===== src/design/uart_buffer_queues_with_rts_unit_assert.svh =====
// Assertion macros shared by the UART ring buffer design.
`ifndef UART_BUFFER_QUEUES_WITH_RTS_UNIT_ASSERT_SVH
`define UART_BUFFER_QUEUES_WITH_RTS_UNIT_ASSERT_SVH

`ifndef SYNTHESIS

// Same-cycle implication, disabled while reset is asserted.
`define UBQ_ASSERT_NOW(label, clk, rst_n, ante, cons, msg) \
    label: assert property (@(posedge clk) disable iff (!rst_n) (ante) |-> (cons)) \
        else $error(msg);

// Next-cycle implication, disabled while reset is asserted.
`define UBQ_ASSERT_NEXT(label, clk, rst_n, ante, cons, msg) \
    label: assert property (@(posedge clk) disable iff (!rst_n) (ante) |=> (cons)) \
        else $error(msg);

`else

`define UBQ_ASSERT_NOW(label, clk, rst_n, ante, cons, msg)
`define UBQ_ASSERT_NEXT(label, clk, rst_n, ante, cons, msg)

`endif

`endif


===== src/design/ubq_pkg.sv =====
// Shared constants and beat types of the UART ring buffer block.
`default_nettype none

package ubq_pkg;

    // Slots per ring; one slot always stays empty.
    localparam int DEPTH  = 64;
    localparam int PTR_W  = $clog2(DEPTH);
    localparam int FILL_W = PTR_W + 1;
    localparam int HW_W   = 6;
    localparam int CMP_W  = (FILL_W > HW_W) ? FILL_W : HW_W;
    localparam int BYTE_W = 8;

    localparam logic [HW_W-1:0] HW_RESET = HW_W'(48);

    typedef enum logic [1:0] {
        CMD_PUT   = 2'd0,
        CMD_GET   = 2'd1,
        CMD_RECV  = 2'd2,
        CMD_TXRDY = 2'd3
    } t_cmd_e;

    typedef struct packed {
        t_cmd_e              command;
        logic [BYTE_W-1:0]   data_byte;
    } t_in;

    typedef struct packed {
        logic                accepted;
        logic [BYTE_W-1:0]   read_byte;
        logic                send_valid;
        logic [BYTE_W-1:0]   send_byte;
        logic                rts_stop;
        logic                overflow_flag;
        logic                receive_empty;
        logic                transmit_armed;
    } t_out;

endpackage

`default_nettype wire


===== src/design/ubq_ram.sv =====
// Generic single-write, single-read RAM with a registered read port.
`default_nettype none

module ubq_ram #(
    parameter int W = 8,
    parameter int D = 64
) (
    input  logic                 i_clk,
    input  logic                 i_we,
    input  logic [$clog2(D)-1:0] i_waddr,
    input  logic [W-1:0]         i_wdata,
    input  logic                 i_re,
    input  logic [$clog2(D)-1:0] i_raddr,
    output logic [W-1:0]         o_rdata
);

    logic [W-1:0] r_mem [D];
    logic [W-1:0] r_rdata;

    always_ff @(posedge i_clk) begin
        if (i_we) begin
            r_mem[i_waddr] <= i_wdata;
        end
        if (i_re) begin
            r_rdata <= r_mem[i_raddr];
        end
    end

    assign o_rdata = r_rdata;

endmodule

`default_nettype wire


===== src/design/uart_buffer_queues_with_rts_unit.sv =====
// Top level of the UART transmit/receive ring buffers with RTS flow control.
`default_nettype none
`include "uart_buffer_queues_with_rts_unit_assert.svh"

// This block keeps a transmit ring and a receive ring between a CPU and a
// UART, each of DEPTH byte slots held in a synchronous RAM, with one slot
// always left empty so a ring holds at most DEPTH-1 bytes. A command beat is
// taken when start is high and busy is low. For each command:
// in the accept cycle the ring pointers, flags and RTS state are updated and
// the RAM access is issued, and in the next cycle the RAM read data comes
// back and the result beat is shown on o_res for exactly that one cycle,
// marked by o_res_valid. The result cannot be held off, so the receiver must
// sample it in that cycle. Busy is high during the result cycle, so no new
// command is taken before the result is out, because the RAM read is
// registered. The high-water register may be written at any time through the
// configuration channel, which is always ready, but should only change while
// no command is in flight. The RAMs need no clearing pass after reset,
// since a ring only reads slots it has written.
module uart_buffer_queues_with_rts_unit (
    input  logic                    i_clk,
    input  logic                    i_rst_n,
    input  logic                    start,
    output logic                    busy,
    input  ubq_pkg::t_in            i_cmd,
    output logic                    o_res_valid,
    output ubq_pkg::t_out           o_res,
    input  logic                    i_cfg_valid,
    output logic                    o_cfg_ready,
    input  logic [ubq_pkg::HW_W-1:0] i_cfg_data
);

    import ubq_pkg::*;

    localparam logic [PTR_W-1:0] LAST_POS = PTR_W'(DEPTH - 1);

    function automatic logic [PTR_W-1:0] ptr_next(input logic [PTR_W-1:0] p);
        logic [PTR_W-1:0] q;
        q = (p == LAST_POS) ? '0 : p + PTR_W'(1);
        return q;
    endfunction

    // Ring pointers and flags.
    logic [PTR_W-1:0] r_tx_wr, n_tx_wr;
    logic [PTR_W-1:0] r_tx_rd, n_tx_rd;
    logic [PTR_W-1:0] r_rx_wr, n_rx_wr;
    logic [PTR_W-1:0] r_rx_rd, n_rx_rd;
    logic             r_armed, n_armed;
    logic             r_lost, n_lost;
    logic             r_stop, n_stop;
    logic [HW_W-1:0]  r_hw;

    // Result-cycle control.
    logic             r_pend;
    logic             r_acc, n_acc;
    logic             r_get, n_get;
    logic             r_send, n_send;

    logic             accept;
    logic [PTR_W-1:0] tx_wr_nx, tx_rd_nx, rx_wr_nx, rx_rd_nx;
    logic             tx_full, tx_empty, rx_full, rx_empty;
    logic [PTR_W-1:0] fill_wr, fill_rd;
    logic [FILL_W-1:0] fill;
    logic             fill_above;

    logic             tx_we, tx_re, rx_we, rx_re;
    logic [BYTE_W-1:0] tx_rdata, rx_rdata;

    assign accept   = start && !r_pend;

    assign tx_wr_nx = ptr_next(r_tx_wr);
    assign tx_rd_nx = ptr_next(r_tx_rd);
    assign rx_wr_nx = ptr_next(r_rx_wr);
    assign rx_rd_nx = ptr_next(r_rx_rd);

    assign tx_full  = (tx_wr_nx == r_tx_rd);
    assign tx_empty = (r_tx_wr == r_tx_rd);
    assign rx_full  = (rx_wr_nx == r_rx_rd);
    assign rx_empty = (r_rx_wr == r_rx_rd);

    // Receive fill level as it stands after this command; only a stored
    // receive or a successful get moves a receive pointer.
    assign fill_wr = (i_cmd.command == CMD_RECV && !rx_full)  ? rx_wr_nx : r_rx_wr;
    assign fill_rd = (i_cmd.command == CMD_GET  && !rx_empty) ? rx_rd_nx : r_rx_rd;

    always_comb begin
        if (fill_wr >= fill_rd) begin
            fill = FILL_W'(fill_wr) - FILL_W'(fill_rd);
        end else begin
            fill = FILL_W'(fill_wr) + FILL_W'(DEPTH) - FILL_W'(fill_rd);
        end
    end

    assign fill_above = CMP_W'(fill) > CMP_W'(r_hw);

    always_comb begin
        n_tx_wr = r_tx_wr;
        n_tx_rd = r_tx_rd;
        n_rx_wr = r_rx_wr;
        n_rx_rd = r_rx_rd;
        n_armed = r_armed;
        n_lost  = r_lost;
        n_stop  = r_stop;
        n_acc   = 1'b0;
        n_get   = 1'b0;
        n_send  = 1'b0;
        tx_we   = 1'b0;
        tx_re   = 1'b0;
        rx_we   = 1'b0;
        rx_re   = 1'b0;
        if (accept) begin
            case (i_cmd.command)
                CMD_PUT: begin
                    if (!tx_full) begin
                        tx_we   = 1'b1;
                        n_tx_wr = tx_wr_nx;
                        n_armed = 1'b1;
                        n_acc   = 1'b1;
                    end
                end
                CMD_GET: begin
                    if (!rx_empty) begin
                        rx_re   = 1'b1;
                        n_rx_rd = rx_rd_nx;
                        n_acc   = 1'b1;
                        n_get   = 1'b1;
                        if (!fill_above) begin
                            n_stop = 1'b0;
                        end
                    end
                end
                CMD_RECV: begin
                    if (!rx_full) begin
                        rx_we   = 1'b1;
                        n_rx_wr = rx_wr_nx;
                        n_acc   = 1'b1;
                    end else begin
                        n_lost = 1'b1;
                    end
                    if (fill_above) begin
                        n_stop = 1'b1;
                    end
                end
                CMD_TXRDY: begin
                    if (r_armed) begin
                        if (!tx_empty) begin
                            tx_re   = 1'b1;
                            n_tx_rd = tx_rd_nx;
                            n_send  = 1'b1;
                            n_acc   = 1'b1;
                        end else begin
                            n_armed = 1'b0;
                        end
                    end
                end
                default: begin
                end
            endcase
        end
    end

    always_ff @(posedge i_clk) begin
        if (!i_rst_n) begin
            r_tx_wr <= '0;
            r_tx_rd <= '0;
            r_rx_wr <= '0;
            r_rx_rd <= '0;
            r_armed <= 1'b0;
            r_lost  <= 1'b0;
            r_stop  <= 1'b0;
            r_hw    <= HW_RESET;
            r_pend  <= 1'b0;
            r_acc   <= 1'b0;
            r_get   <= 1'b0;
            r_send  <= 1'b0;
        end else begin
            r_tx_wr <= n_tx_wr;
            r_tx_rd <= n_tx_rd;
            r_rx_wr <= n_rx_wr;
            r_rx_rd <= n_rx_rd;
            r_armed <= n_armed;
            r_lost  <= n_lost;
            r_stop  <= n_stop;
            r_pend  <= accept;
            if (accept) begin
                r_acc  <= n_acc;
                r_get  <= n_get;
                r_send <= n_send;
            end
            if (i_cfg_valid && o_cfg_ready) begin
                r_hw <= i_cfg_data;
            end
        end
    end

    // Transmit ring storage: written by a put, read by a transmitter-ready.
    ubq_ram #(
        .W (BYTE_W),
        .D (DEPTH)
    ) u_tx_ram (
        .i_clk   (i_clk),
        .i_we    (tx_we),
        .i_waddr (r_tx_wr),
        .i_wdata (i_cmd.data_byte),
        .i_re    (tx_re),
        .i_raddr (r_tx_rd),
        .o_rdata (tx_rdata)
    );

    // Receive ring storage: written by a line receive, read by a get.
    ubq_ram #(
        .W (BYTE_W),
        .D (DEPTH)
    ) u_rx_ram (
        .i_clk   (i_clk),
        .i_we    (rx_we),
        .i_waddr (r_rx_wr),
        .i_wdata (i_cmd.data_byte),
        .i_re    (rx_re),
        .i_raddr (r_rx_rd),
        .o_rdata (rx_rdata)
    );

    assign busy        = r_pend;
    assign o_res_valid = r_pend;
    assign o_cfg_ready = 1'b1;

    always_comb begin
        o_res.accepted       = r_acc;
        o_res.read_byte      = r_get  ? rx_rdata : '0;
        o_res.send_valid     = r_send;
        o_res.send_byte      = r_send ? tx_rdata : '0;
        o_res.rts_stop       = r_stop;
        o_res.overflow_flag  = r_lost;
        o_res.receive_empty  = (r_rx_wr == r_rx_rd);
        o_res.transmit_armed = r_armed;
    end

    `UBQ_ASSERT_NEXT(a_res_after_accept, i_clk, i_rst_n, start && !busy, o_res_valid, "result beat missing after accepted command")
    `UBQ_ASSERT_NEXT(a_res_single, i_clk, i_rst_n, o_res_valid, !o_res_valid, "result beat lasted more than one cycle")
    `UBQ_ASSERT_NOW(a_send_armed, i_clk, i_rst_n, o_res_valid && o_res.send_valid, o_res.transmit_armed && o_res.accepted, "byte sent while transmitter disarmed")
    `UBQ_ASSERT_NEXT(a_lost_sticky, i_clk, i_rst_n, r_lost, r_lost, "overflow flag cleared without reset")

endmodule

`default_nettype wire


===== config.mk =====
export PLATFORM = sky130hd
export DESIGN_NAME = uart_buffer_queues_with_rts_unit
export DESIGN_NICKNAME = d
export VERILOG_FILES = /design/src/design/ubq_pkg.sv /design/src/design/ubq_ram.sv /design/src/design/uart_buffer_queues_with_rts_unit.sv
export VERILOG_INCLUDE_DIRS = /design/src /design/src/design
export SDC_FILE = /design/constraint.sdc
export NUM_CORES = 1
export LEC_CHECK = 0
export BUFFER_PORTS_ARGS = -buffer_cell sky130_fd_sc_hd__buf_2
export CORE_ASPECT_RATIO = 0.7
export CORE_MARGIN = 2
export CORE_UTILIZATION = 30
export CTS_CLUSTER_SIZE = 10
export DETAILED_ROUTE_END_ITERATION = 8
export GPL_ROUTABILITY_DRIVEN = 0
export PLACE_DENSITY = 0.42
export SYNTH_ARGS = -nofsm -noshare
export SYNTH_HDL_FRONTEND = slang
export SYNTH_SLANG_ARGS = --single-unit

===== constraint.sdc =====
create_clock -name i_clk -period 4.8 [get_ports i_clk]
set_clock_uncertainty 0.2 [all_clocks]
set_input_delay 0.24 -clock i_clk [delete_from_list [all_inputs] [get_ports i_clk]]
set_output_delay 0.24 -clock i_clk [all_outputs]
set_load 0.1 [all_outputs]

==> results of run 1 <==
## timing repair
item / in CTS / in global routing
gates resized for setup: 3 / 25
endpoints found under the setup margin: 1 / 1
pin swaps: 1 / 8
setup buffers: 1 / 1
hold buffers: 24 / 0
endpoints found under the hold margin: 284 / 0
## sequential cells by signal, summed over array words and instances, names as in the netlist, 6 cells and up
signal / flops
u_rx_ram.r_mem: 512
u_tx_ram.o_rdata: 8
u_rx_ram.o_rdata: 8
r_tx_rd: 6
u_tx_ram.r_mem: 512
r_hw: 6
r_rx_wr: 6
r_tx_wr: 6
r_rx_rd: 6
## cells in the mapped netlist, types with 15 or more instances
cell	instances	area, um2
edfxtp_1	1040	31200
mux4_2	319	7180
nor2_1	104	390
nand2_1	64	240
nor3_1	56	280
clkbuf_1	52	195
buf_2	37	185
dfxtp_1	37	741
buf_1	35	131
a21oi_1	25	125
a22oi_1	22	165
and2_1	20	125
inv_1	20	75.1
mux2i_1	20	200
nand3_1	20	100
nor4_1	18	113
xnor2_1	18	158
ha_1	17	213
nor2b_1	15	93.8
## per-layer routing
metal  GRT usage (%)  part of all wire, %  up-vias
li1                -                    -     9122
met1            24.9                   51    11600
met2            22.3                   43      523
met3            2.50                  4.5      135
met4            3.05                  1.8        2
met5               0                0.011        -
## power breakdown
part	leakage, nW	switching, mW	internal [mW]	total, mW
Clock	1.61	3.53	4.59	8.12
Sequential	9.65	0.00829	10.3	10.3
Combinational	4.14	0.312	0.103	0.415
## area by class of cell
class	count	area [um2]	area share [%]
antenna	4	10.0	0.0199
clock buffer	160	3170	6.30
clock inverter	13	148	0.293
inverter	20	75.1	0.149
multi-input combinational	854	10700	21.2
sequential	1077	32000	63.5
tap	1888	2360	4.69
timing repair buffer	261	1960	3.88
## cells in the final DEF (no fill, tap or decap), types with 8 or more instances in the layout
cell           count
mux2i_1           18
nor4_2            15
and2_1            20
buf_4            200
dfxtp_1           27
nand4_1            9
nand3b_1           8
clkbuf_16        121
o21ai_0           12
nor3_1            45
mux4_2           319
xor2_1            13
nand2_1           63
nand3_1           19
nand2b_1          11
clkbuf_1          39
ha_1              15
nor3_2            10
dlygate4sd3_1     24
nor2b_1           15
buf_2             35
nor2_1           104
edfxtp_1        1040
a22oi_1           22
or3_1              9
inv_1             19
a21oi_1           19
xnor2_1           17
o22ai_1           12
## per-stage QoR
step	cell area, um2	util (%)	TNS, ns
floorplan	43000	-	0
global placement	46700	32.7	0
detailed placement	46700	32.7	-0.0276
CTS	50300	35.2	0
global route	50400	35.3	0
finish	50400	35.3	0
## final timing paths
check | from | end | slack (ns) | cells past startpoint
worst min register to register | r_stop$_SDFFE_PN0P_ | r_stop$_SDFFE_PN0P_ | 0.28 | 2
worst max-delay path | r_rx_wr[1]$_SDFFE_PN0P_ | r_stop$_SDFFE_PN0P_ | 0.27 | 21
worst min-delay path | i_cmd[7] | u_rx_ram.r_mem[10][7]$_DFFE_PP_ | -0.01 | 1
worst max register to register | r_rx_wr[1]$_SDFFE_PN0P_ | r_stop$_SDFFE_PN0P_ | 0.27 | 21
## logic make-up (layout without fill, tap and decap cells)
kind of cell | Yosys count | after routing | share of synthesized area [%]
XOR/XNOR | 31 | 31 | 0.631
AND/OR/NAND/NOR | 354 | 354 | 4.05
other | 1 | 5 | 0.00871
multiplexers | 345 | 345 | 17.3
AO/OA/AOI/OAI | 105 | 105 | 1.65
flip-flops | 1077 | 1077 | 74.3
buffers and inverters | 154 | 454 | 1.54
adder cells (fa/ha/maj) | 18 | 18 | 0.541
## critical path, delay by kind of cell (launching register included)
family	cells	cell delay (ns)
AO/OA/AOI/OAI	9	1.19
XOR/XNOR	1	0.16
adder cells (fa/ha/maj)	3	0.88
buffers and inverters	3	0.47
flip-flops	1	0.34
multiplexers	1	0.20
AND/OR/NAND/NOR	4	0.98
==> flow_metrics.tcl, run 1 <==
set metrics [dict create \
    status "finished with violations" \
    violations "negative hold slack" \
    peakVddDrop_uv 275 \
    path_max_fanout 5 \
    clk_pin_slew_ns 0.06 \
    worst_ep_arrival_time_ns 4.95 \
    routedWlPerCell_um 26.9 \
    wl_um 115000 \
    clk_latency_ns 0.73 \
    tritoncts "done" \
    cpPeakStageDelay_ns 0.42 \
    die_area_um2 147000 \
    drive_above_1_share_pct 32.2 \
    layout_setup_ws_ns 0.266 \
    maxSlewViolCount 0 \
    core_area_um2 143000 \
    cap_violations 0 \
    timing.slew.headroom_pct 16.6 \
    portBuffers 43 \
    cts_made_buffers 120 \
    cts.root.buffer_cell "clkbuf_16" \
    async_reset_ff_share_pct 0 \
    synth_ff_type "edfxtp_1" \
    critPathKind "reg2reg" \
    power_density_nw_per_um2 374 \
    ys_seq_area_share_pct 74.3 \
    p_leak_nw 15.4 \
    hold_class "in2reg" \
    num_rows 116 \
    htree_levels 3 \
    synth_cells 2085 \
    num_io_pins 45 \
    setup_viol_count_final 0 \
    areaGrowthSynthToFinish_pct 17.1 \
    hold_slack_ns -0.0148 \
    dp_cells 4074 \
    synth.distinct_cells 60 \
    drt_iter0_drc 2060 \
    grt_pass1_wl_um 165000 \
    drc 0 \
    nets 2372 \
    vias_per_cell 5.01 \
    critPathCaptureType "register" \
    cp_common_cell "buf_4" \
    synth_edf_count 1040 \
    syn_area_per_cell_um2 20.6 \
    synth_seq_cells 1077 \
    vias 21400 \
    grt_overflow 0 \
    antenna_found_initial 3 \
    grt_max_degree 121 \
    syn_nets 2123 \
    worstMarginPinSlew_ns 1.24 \
    dr.pass1.iters 5 \
    fmax_mhz 221 \
    post-place-ws_ns -0.0276 \
    crit_path_top_delay_cell "or3b_4" \
    netlist_area_um2 43000 \
    p_total_mw 18.9 \
    grt_pass1_vias 21900 \
    min_period_ns 4.53 \
    hpwl_um 72400 \
    yosysWarnings 0 \
    crit_required_ns 5.22 \
    rsz0062_at_grt "false" \
    fill_cells 13200 \
    grt_usage_pct 15.6 \
    ctsLongestPathBuffers 3 \
    period_share_pct 94.5 \
    dieWidth_um 457 \
    finalHoldViolations 13 \
    clkSinkCount 1077 \
    start_util_pct 30.2 \
    start_kind "register" \
    finalNonFillerCells 4277 \
    final_antenna_net_count 0 \
    crit_path_cell_trace "ha_2 -> a21oi_1 -> or3b_4 -> mux2i_4 -> nor4_2 -> buf_4 -> buf_4 -> a211oi_2 -> xor2_1 -> ha_1 -> and3_4 -> a211o_1 -> a221oi_2 -> or4_1 -> o211ai_1 -> ha_1 -> buf_4 -> a21oi_2 -> a21oi_2 -> o22ai_1 -> a21oi_1" \
    die_height_um 321 \
]
(Power assumes the default switching activity.)
==> inputs of run 2 (changes only) <==
Settings changed: CORE_UTILIZATION 30 to 40, PLACE_DENSITY 0.42 to 0.54.
==> flow_metrics.tcl, run 2 (synthesis gave the netlist of run 1 again) <==
set metrics [dict create \
    status "finished with violations" \
    violations "negative hold slack" \
    combPwrFrac_pct 2.2 \
    vias_per_cell 5.66 \
    cts.root.buffer_cell "clkbuf_16" \
    drive_above_1_share_pct 31.1 \
    tritoncts "done" \
    critPathCaptureType "register" \
    power_frac_clock_pct 42.9 \
    dieWidth_um 396 \
    maxSlewViolCount 0 \
    period_share_pct 94.0 \
    power_density_nw_per_um2 376 \
    core_area_um2 106000 \
    ctsLongestPathBuffers 3 \
    cap_violations 0 \
    final_util_pct 46.9 \
    final_cell_mix "edfxtp_1 (1040), mux4_2 (319), buf_4 (201)" \
    drt_iter0_drc 2684 \
    mostFrequentLayoutCell "edfxtp_1" \
    grt_usage_pct 19.0 \
    start_util_pct 40.4 \
    critPathKind "reg2reg" \
    hold_slack_ns -0.0157 \
    top_regs "u_rx_ram.r_mem x512, u_tx_ram.r_mem x512" \
    portBuffers 43 \
    grt_overflow 0 \
    fill_cells 8776 \
    die_area_um2 110000 \
    multi_input_area_um2 10600 \
    finalHoldViolations 4 \
    wl_um 105000 \
    dr.pass1.iters 6 \
    clk_pin_slew_ns 0.06 \
    drc 0 \
    p_leak_nw 15.4 \
    peakVddDrop_uv 306 \
    routedWlPerCell_um 27.3 \
    die_height_um 278 \
    hold_class "in2reg" \
    hpwl_um 65400 \
    nets 2378 \
    grt_max_degree 121 \
    vias 21800 \
    start_kind "register" \
    seqCellArea_um2 32000 \
    worst_ep_arrival_time_ns 4.95 \
    p_int_mw 15.0 \
    areaGrowthSynthToFinish_pct 15.9 \
    setup_viol_count_final 0 \
    antenna_found_initial 6 \
    min_period_ns 4.51 \
    switching_share_pct 19.9 \
    grt_pass1_vias 21700 \
    p_total_mw 18.8 \
    fmax_mhz 222 \
    num_rows 100 \
    worstMarginPinSlew_ns 1.12 \
    final_antenna_net_count 0 \
    clk_latency_ns 0.72 \
    pwr-share-seq_pct 54.9 \
    num_io_pins 45 \
    grt_pass1_wl_um 153000 \
    timing.slew.headroom_pct 24.6 \
    crit_required_ns 5.24 \
    power.switching_mw 3.75 \
    clkSinkCount 1077 \
    cts_made_buffers 118 \
    path_max_fanout 3 \
    htree_levels 3 \
]
-- run 2: final timing paths --
| path | to | cells past startpoint | slack (ns) | start |
|---|---|---|---|---|
| max | r_stop$_SDFFE_PN0P_ | 22 | 0.29 | r_rx_wr[0]$_SDFFE_PN0P_ |
| min | u_rx_ram.r_mem[8][5]$_DFFE_PP_ | 1 | -0.02 | i_cmd[5] |
| max reg2reg | r_stop$_SDFFE_PN0P_ | 22 | 0.29 | r_rx_wr[0]$_SDFFE_PN0P_ |
| min reg2reg | r_stop$_SDFFE_PN0P_ | 2 | 0.29 | r_stop$_SDFFE_PN0P_ |
-- run 2: power by group through the flow --
stage                     logic [mW]  clock network, mW  registers (mW)
after floorplan                0.141                  0            10.5
final                          0.405               8.06            10.3
after global routing           0.434               8.63            10.3
after detailed placement       0.379                  0            10.5
after CTS                      0.405               8.27            10.3
after global placement         0.366                  0            10.5
-- run 2: metrics by stage --
step	instances	hold slack [ns]	cell area (um2)	setup slack [ns]	TNS [ns]
after CTS	3845	0.00607	49800	0.00828	0
after global placement	3614	0.270	46000	-0.0320	-0.0320
final	3851	-0.0157	49900	0.288	0
after floorplan	2085	0.139	43000	0.0331	0
after detailed placement	3614	0.275	46000	-0.186	-0.186
after global routing	3849	0.00311	49900	-0.0472	-0.0472
-- run 2: worst max-delay path, cell delays in order, from the launching register on --
cell and delay [ns]:
dfxtp_4 0.36, ha_4 0.14, a21oi_1 0.05, or3b_4 0.40, mux2i_4 0.20, nor4_2 0.20, buf_4 0.18, a21oi_4 0.07
buf_12 0.15, buf_4 0.13, o2bb2ai_1 0.14, ha_2 0.30, and3_4 0.16, a211o_1 0.30, a221oi_2 0.26, or4_1 0.16
o211ai_1 0.10, ha_1 0.32, nand3_1 0.09, o21bai_1 0.17, a21oi_1 0.14, o22ai_1 0.08, a21oi_1 0.16
-- run 2: per-layer routing --
metal	part of all wire, %	vias to the layer above	wire [um]	global-route usage [%]
met5	0.015	-	16	0
met4	1.7	2	1740	3.83
met3	7.1	138	7470	3.69
met2	43	818	45600	26.7
met1	48	11700	50300	30.8
li1	-	9152	-	-
-- run 2: repair_timing --
action | CTS | global route
pin swaps | 4 | 16
endpoints found under the setup margin | 1 | 1
endpoints found under the hold margin | 236 | 0
buffers inserted | 4 | 3
hold buffers | 27 | 0
gates resized for setup | 8 | 28
-- run 2: cell type report --
class / instances / share of cell area (%)
clock buffer: 196 / 6.63
inverter: 20 / 0.150
timing repair buffer: 269 / 4.12
sequential: 1077 / 64.1
clock inverter: 4 / 0.108
tap: 1428 / 3.58
multi-input combinational: 854 / 21.3
antenna: 3 / 0.0150
